--- config.mk ---
export PLATFORM = sky130hd
export DESIGN_NAME = utf8_lenient_decoder_core_flat
export DESIGN_NICKNAME = d
export VERILOG_FILES = /design/src/rtl/u8d_pkg.sv /design/src/rtl/u8d_byte_if.sv /design/src/rtl/u8d_res_if.sv /design/src/rtl/utf8_lenient_decoder.sv /design/src/flat_wrapper.sv
export SDC_FILE = /design/constraint.sdc
export NUM_CORES = 1
export LEC_CHECK = 0
export BUFFER_PORTS_ARGS = -buffer_cell sky130_fd_sc_hd__buf_2
export CORE_MARGIN = 2
export CORE_UTILIZATION = 51
export CTS_BUF_LIST = sky130_fd_sc_hd__clkbuf_8
export DETAILED_ROUTE_END_ITERATION = 6
export GPL_TIMING_DRIVEN = 0
export PLACE_DENSITY = 0.69
export SLEW_MARGIN = 20
export SYNTH_ARGS = -nofsm -noshare
export SYNTH_HDL_FRONTEND = slang
export SYNTH_SLANG_ARGS = --single-unit
--- constraint.sdc ---
create_clock -name clk -period 4.5 [get_ports clk]
set_input_delay 0.9 -clock clk [delete_from_list [all_inputs] [get_ports clk]]
set_output_delay 0.9 -clock clk [all_outputs]
set_load 0.1 [all_outputs]
--- src/rtl/u8d_pkg.sv ---
package u8d_pkg;

  localparam int BYTE_W = 8;
  localparam int CP_W   = 21;

  typedef logic [BYTE_W-1:0] byte_t;
  typedef logic [CP_W-1:0]   cp_t;
  typedef logic [1:0]        cnt_t;

  localparam cp_t REPL_CP = 21'h00FFFD;

  localparam logic [2:0] LEAD2_TAG = 3'b110;
  localparam logic [3:0] LEAD3_TAG = 4'b1110;
  localparam logic [4:0] LEAD4_TAG = 5'b11110;

endpackage

--- src/rtl/u8d_byte_if.sv ---
interface u8d_byte_if;
  logic           valid;
  logic           ready;
  u8d_pkg::byte_t in_byte;

  modport source (output valid, output in_byte, input ready);
  modport sink (input valid, input in_byte, output ready);
endinterface

--- src/rtl/u8d_res_if.sv ---
interface u8d_res_if;
  logic         valid;
  logic         ready;
  u8d_pkg::cp_t code_point;
  logic         is_end;
  logic         last;

  modport source (output valid, output code_point, output is_end, output last, input ready);
  modport sink (input valid, input code_point, input is_end, input last, output ready);
endinterface

--- src/rtl/utf8_lenient_decoder.sv ---
// channel   | dir | word
// ----------+-----+---------------------------------------------
// in_ch     | in  | in_byte[7:0], zero ends the string
// out_ch    | out | code_point[20:0], is_end, last
//
// One byte per cycle while out_ch is not stalled and no flush runs; a nonzero
// byte's code point, if any, is in the result register on the next cycle.
// A zero byte loads its first word at once; with bytes buffered, the flush
// sequencer then replays the buffered bytes one at a time and loads words,
// with in_ch.ready low until the end word is loaded.
// Reset clears the buffer count and the sequencer; a stalled out_ch holds all.
module utf8_lenient_decoder_core (
  input  logic clk,
  input  logic rst_n,
  u8d_byte_if.sink  in_ch,
  u8d_res_if.source out_ch
);

  localparam logic ST_RUN   = 1'b0;
  localparam logic ST_FLUSH = 1'b1;

  logic                st_r, st_nxt;
  u8d_pkg::byte_t      pend_r [3];
  u8d_pkg::byte_t      pend_nxt [3];
  u8d_pkg::cnt_t       cnt_r, cnt_nxt;
  u8d_pkg::byte_t      q_r [2];
  u8d_pkg::byte_t      q_nxt [2];
  u8d_pkg::cnt_t       qn_r, qn_nxt;
  logic                out_valid_r, out_valid_nxt;
  u8d_pkg::cp_t        cp_r, cp_nxt;
  logic                end_r, end_nxt;
  logic                last_r, last_nxt;

  logic                adv, in_ready, in_fire;
  u8d_pkg::byte_t      push_b, lead;
  logic                need2, need3;
  u8d_pkg::cnt_t       need_m1;
  logic                p_emit;
  u8d_pkg::cp_t        p_cp;
  u8d_pkg::byte_t      p_pend [3];
  u8d_pkg::cnt_t       p_cnt;

  assign adv      = !out_valid_r || out_ch.ready;
  assign in_ready = (st_r == ST_RUN) && adv;
  assign in_fire  = in_ch.valid && in_ready;

  assign in_ch.ready       = in_ready;
  assign out_ch.valid      = out_valid_r;
  assign out_ch.code_point = cp_r;
  assign out_ch.is_end     = end_r;
  assign out_ch.last       = last_r;

  assign push_b = (st_r == ST_FLUSH) ? q_r[0] : in_ch.in_byte;
  assign lead   = pend_r[0];
  assign need2  = (lead[7:5] == u8d_pkg::LEAD2_TAG);
  assign need3  = (lead[7:4] == u8d_pkg::LEAD3_TAG);

  always_comb begin
    if (need2) begin
      need_m1 = 2'd1;
    end else if (need3) begin
      need_m1 = 2'd2;
    end else begin
      need_m1 = 2'd3;
    end
  end

  // push one nonzero byte: buffer it, or emit the code point or replacement it yields
  always_comb begin
    p_emit = 1'b0;
    p_cp   = '0;
    p_pend = pend_r;
    p_cnt  = cnt_r;
    if (cnt_r == 2'd0) begin
      if (!push_b[7]) begin
        p_emit = 1'b1;
        p_cp   = {13'd0, push_b};
      end else if ((push_b[7:5] == u8d_pkg::LEAD2_TAG) ||
                   (push_b[7:4] == u8d_pkg::LEAD3_TAG) ||
                   (push_b[7:3] == u8d_pkg::LEAD4_TAG)) begin
        p_pend[0] = push_b;
        p_cnt     = 2'd1;
      end else begin
        p_emit = 1'b1;
        p_cp   = u8d_pkg::REPL_CP;
      end
    end else if (cnt_r == need_m1) begin
      p_emit = 1'b1;
      p_cnt  = 2'd0;
      if (need2) begin
        p_cp = {10'd0, lead[4:0], push_b[5:0]};
      end else if (need3) begin
        p_cp = {5'd0, lead[3:0], pend_r[1][5:0], push_b[5:0]};
      end else begin
        p_cp = {lead[2:0], pend_r[1][5:0], pend_r[2][5:0], push_b[5:0]};
      end
    end else begin
      case (cnt_r)
        2'd1:    p_pend[1] = push_b;
        default: p_pend[2] = push_b;
      endcase
      p_cnt = cnt_r + 2'd1;
    end
  end

  always_comb begin
    st_nxt        = st_r;
    pend_nxt      = pend_r;
    cnt_nxt       = cnt_r;
    q_nxt         = q_r;
    qn_nxt        = qn_r;
    out_valid_nxt = out_valid_r && !out_ch.ready;
    cp_nxt        = cp_r;
    end_nxt       = end_r;
    last_nxt      = last_r;
    if (adv) begin
      if (st_r == ST_FLUSH) begin
        if (qn_r != 2'd0) begin
          // replay the oldest buffered byte as a fresh one
          pend_nxt      = p_pend;
          cnt_nxt       = p_cnt;
          q_nxt[0]      = q_r[1];
          qn_nxt        = qn_r - 2'd1;
          out_valid_nxt = p_emit;
          cp_nxt        = p_cp;
          end_nxt       = 1'b0;
          last_nxt      = 1'b0;
        end else if (cnt_r != 2'd0) begin
          q_nxt[0]      = pend_r[1];
          q_nxt[1]      = pend_r[2];
          qn_nxt        = cnt_r - 2'd1;
          cnt_nxt       = 2'd0;
          out_valid_nxt = 1'b1;
          cp_nxt        = u8d_pkg::REPL_CP;
          end_nxt       = 1'b0;
          last_nxt      = 1'b0;
        end else begin
          st_nxt        = ST_RUN;
          out_valid_nxt = 1'b1;
          cp_nxt        = '0;
          end_nxt       = 1'b1;
          last_nxt      = 1'b1;
        end
      end else if (in_fire) begin
        if (in_ch.in_byte == '0) begin
          if (cnt_r == 2'd0) begin
            out_valid_nxt = 1'b1;
            cp_nxt        = '0;
            end_nxt       = 1'b1;
            last_nxt      = 1'b1;
          end else begin
            q_nxt[0]      = pend_r[1];
            q_nxt[1]      = pend_r[2];
            qn_nxt        = cnt_r - 2'd1;
            cnt_nxt       = 2'd0;
            st_nxt        = ST_FLUSH;
            out_valid_nxt = 1'b1;
            cp_nxt        = u8d_pkg::REPL_CP;
            end_nxt       = 1'b0;
            last_nxt      = 1'b0;
          end
        end else begin
          pend_nxt      = p_pend;
          cnt_nxt       = p_cnt;
          out_valid_nxt = p_emit;
          cp_nxt        = p_cp;
          end_nxt       = 1'b0;
          last_nxt      = 1'b1;
        end
      end
    end
  end

  always_ff @(posedge clk) begin
    if (!rst_n) begin
      st_r        <= ST_RUN;
      cnt_r       <= 2'd0;
      qn_r        <= 2'd0;
      out_valid_r <= 1'b0;
    end else begin
      st_r        <= st_nxt;
      cnt_r       <= cnt_nxt;
      qn_r        <= qn_nxt;
      out_valid_r <= out_valid_nxt;
    end
  end

  always_ff @(posedge clk) begin
    pend_r <= pend_nxt;
    q_r    <= q_nxt;
    cp_r   <= cp_nxt;
    end_r  <= end_nxt;
    last_r <= last_nxt;
  end

  a_flush_blocks_input: assert property (@(posedge clk) disable iff (!rst_n)
    (st_r == ST_FLUSH) |-> !in_ch.ready)
    else $error("input taken during flush");

  a_queue_only_in_flush: assert property (@(posedge clk) disable iff (!rst_n)
    (qn_r != 2'd0) |-> (st_r == ST_FLUSH))
    else $error("replay queue loaded outside flush");

  a_end_is_last: assert property (@(posedge clk) disable iff (!rst_n)
    (out_valid_r && end_r) |-> (last_r && (cp_r == '0)))
    else $error("end word without last");

  a_flush_closes: assert property (@(posedge clk) disable iff (!rst_n)
    ((st_r == ST_FLUSH) && adv && (qn_r == 2'd0) && (cnt_r == 2'd0)) |=>
      (out_valid_r && end_r && (st_r == ST_RUN)))
    else $error("flush did not close with end word");

endmodule
--- src/flat_wrapper.sv ---
// flat-port wrapper written by rule: the top's interface ports become plain ports
module utf8_lenient_decoder_core_flat 
  (clk, rst_n, in_ch_valid, in_ch_in_byte, in_ch_ready, out_ch_valid, out_ch_code_point, out_ch_is_end, out_ch_last, out_ch_ready);
  u8d_byte_if in_ch_i ();
  u8d_res_if out_ch_i ();
  input  logic clk;
  input  logic rst_n;
  input wire logic [$bits(in_ch_i.valid)-1:0] in_ch_valid;
  input wire logic [$bits(in_ch_i.in_byte)-1:0] in_ch_in_byte;
  output wire logic [$bits(in_ch_i.ready)-1:0] in_ch_ready;
  output wire logic [$bits(out_ch_i.valid)-1:0] out_ch_valid;
  output wire logic [$bits(out_ch_i.code_point)-1:0] out_ch_code_point;
  output wire logic [$bits(out_ch_i.is_end)-1:0] out_ch_is_end;
  output wire logic [$bits(out_ch_i.last)-1:0] out_ch_last;
  input wire logic [$bits(out_ch_i.ready)-1:0] out_ch_ready;
  assign in_ch_i.valid = in_ch_valid;
  assign in_ch_i.in_byte = in_ch_in_byte;
  assign in_ch_ready = in_ch_i.ready;
  assign out_ch_valid = out_ch_i.valid;
  assign out_ch_code_point = out_ch_i.code_point;
  assign out_ch_is_end = out_ch_i.is_end;
  assign out_ch_last = out_ch_i.last;
  assign out_ch_i.ready = out_ch_ready;
  utf8_lenient_decoder_core u_core (.clk(clk), .rst_n(rst_n), .in_ch(in_ch_i), .out_ch(out_ch_i));
endmodule
==> qor.yml <==
status:
  status: "finished, final reports clean"
placement:
  dp_hpwl_microns: 4751
  dp_slack_ps: 1460
  routabilityCongestion: 0.8621
  io_buffers: 35
power_and_ir_drop:
  ir_drop_mv: 0.2153
  cellPowerDensity_nw_per_um2: 432.0
  leakage_nw: 1.341
  power.total_mw: 1.566
clock_tree:
  cts_made_buffers: 9
  tritoncts: "built"
  cts_setup_buffers: 0
  clk_pin_slew_worst_paths_ps: 70
  ctsHoldBuffers: 0
  cts_resized: 0
  htree_num_levels: 3
  cts_buffer_depth: 2
  cts.sinks: 68
  cts_root_buffer: "clkbuf_8"
  clk_latency_ps: 340
floorplanning:
  die_w_microns: 82.11
  core_area_sq_um: 5921
  rows: 28
  fp.dieH_microns: 82.11
  die_area_sq_um: 6742
  start_util: 0.5256
  ioPinCount: 37
drt:
  dr.pass1.iters: 5
  viasPerCell: 5.777
  wirelength_microns: 6697
  ant_nets: 0
  remaining_drc_errors: 0
  wl_per_cell_microns: 18.00
  drt_iter0_drc: 229
  num_vias: 2149
global_route:
  antenna_found_initial: 0
  first_global_vias: 1942
  grt.total_usage: 0.2133
  grt_pass1_wl_microns: 10060
  overflow: 0
  grt_max_degree: 26
sta:
  relSlewSlack: 0.4032
  period_minus_slack_ps: 2798
  final.period_utilization: 0.6217
  setup_viol: 0
  hold_violations: 0
  worst_pin_slew_ps: 889.2
  max_freq_mhz: 357.4
  layout_setup_ws_ps: 1702
  hold_slack_ps: 423.3
  worst_clock_skew_ps: 6.883
  drv_slew: 0
  setup_tns_ps: 0
  rsz0062_at_grt: "false"
layout:
  nNetsFinal: 306
  seqCellArea_sq_um: 1982
  syn2layout_area_growth_pct: 16.53
  drive_gt1_frac: 0.2391
  multi_input_area_sq_um: 1049
  final.fill_count: 487
  antenna_cells: 0
  utilization: 0.6124
logic_synthesis:
  syn_area_sq_um: 3112
  synth_common_cells: "edfxtp_1 (62), nand2_1 (39), a21oi_1 (11)"
  synth_area_leaders: "edfxtp_1 (60%), nand2_1 (4.7%), dfxtp_1 (3.9%)"
  syn_inst: 246
  ys_types: 54
  synth_area_leader_cell: "edfxtp_1"
  ys_dominant_reg_cell: "edfxtp_1"
  ys_ff_latch: 68
  synth-edff-count: 62
  synth_seq_area_share: 0.6369
  synth_area_per_cell_sq_um: 12.65
  synth_top_area_share: 0.5983
  yosysWarnings: 0
  yosysMostFrequentCell: "edfxtp_1"
  async_flop_share: 0
  syn-num-nets: 260
critical_path:
  criticalPathCategory: "reg -> reg"
  slowest_stage: "nor2_1"
  cp_cell_sequence: "inv_1 -> ha_1 -> clkbuf_1 -> clkbuf_1 -> nor2_1 -> nand3b_1 -> nor2_1"
  cp-start-kind: "register"
  path_max_fanout: 10
  cp-end-kind: "register"
  crit_required_ps: 4470
  crit_path_max_incr_delay_ps: 610
  crit_arrival_ps: 2770
worst_hold_path:
  worstHoldPathType: "reg -> reg"
run:
  max-cap-violations: 0
[placed cells by master (no fill, tap or decap), types with 3 or more instances in the layout]
master,instances
o21a_1,7
nor2_1,9
o21ai_0,4
clkbuf_1,5
dfxtp_1,6
clkbuf_8,9
bufinv_16,3
mux2_1,7
nand3_1,3
a21oi_1,11
nand3b_1,4
mux2i_1,5
nand2_1,39
edfxtp_1,62
o31ai_1,8
and2_1,7
o22ai_1,6
buf_2,38
inv_1,5
o21ai_1,9
[metal layers]
metal  up-vias  part of all wire  global-route usage  wire length [microns]
met1      1027              0.44              0.2796                   2941
met2        77              0.49              0.3423                   3294
li1       1029                 -                   -                      -
met4         0             0.023              0.1067                    153
met5         -                 0                   0                      0
met3        16             0.046             0.03913                    306
[stage by stage]
stage	cells	instance area, sq um
2_1_floorplan	246	3112
3_3_place_gp	356	3381
3_5_place_dp	356	3386
4_1_cts	372	3626
5_1_grt	372	3626
6_report	372	3626
[cell type report]
class | count | share of cell area
flip-flops and latches | 68 | 0.5466
multi-input cells | 161 | 0.2892
repair buffers | 35 | 0.04831
clock buffers | 9 | 0.03416
clock inverters | 7 | 0.03209
well taps | 75 | 0.02588
plain buffers | 12 | 0.01863
inverters | 5 | 0.005176
[cell families (layout without fill, tap and decap cells)]
kind of cell | count (synthesis) | count (layout) | synth area share
AND/OR/NAND/NOR | 82 | 82 | 0.1359
flip-flops | 68 | 68 | 0.6369
AO/OA/AOI/OAI | 64 | 64 | 0.1464
buffers and inverters | 17 | 68 | 0.02774
multiplexers | 13 | 13 | 0.04504
adder cells (fa/ha/maj) | 2 | 2 | 0.008041
[sequential cells by signal, indices dropped and copies added (netlist names), 2 cells and up]
signal                    cells
u_core.cnt_r                  2
u_core.lead                   7
u_core.out_ch.code_point     21
u_core.pend_r                16
u_core.q_r                   16
u_core.qn_r                   2
[path summary, 6_finish.rpt]
check                           slack [ps]                    endpoint                          from  depth (start not counted)
worst max-delay path                  1700  u_core.pend_r[4]$_DFFE_PP_  u_core.cnt_r[0]$_SDFFE_PN0P_                          7
worst min-delay path                   420     u_core.q_r[6]$_DFFE_PP_    u_core.pend_r[6]$_DFFE_PP_                          0
worst max register to register        1700  u_core.pend_r[4]$_DFFE_PP_  u_core.cnt_r[0]$_SDFFE_PN0P_                          7
worst min register to register         420     u_core.q_r[6]$_DFFE_PP_    u_core.pend_r[6]$_DFFE_PP_                          0
[report_power, final]
part           total [mW]  switching (mW)  internal (mW)
Clock               0.603           0.236          0.367
Sequential          0.725         0.00839          0.716
Combinational       0.239           0.193         0.0451
Total                1.57           0.438           1.13
[worst max-delay path: cells and delay by family, from the launching register on]
kind | cells | cell delay [ps]
fa+ha+maj | 1 | 240
buf+inv | 3 | 670
flops | 1 | 460
simple gates | 3 | 1040
Power figures use the tool's default switching activity.
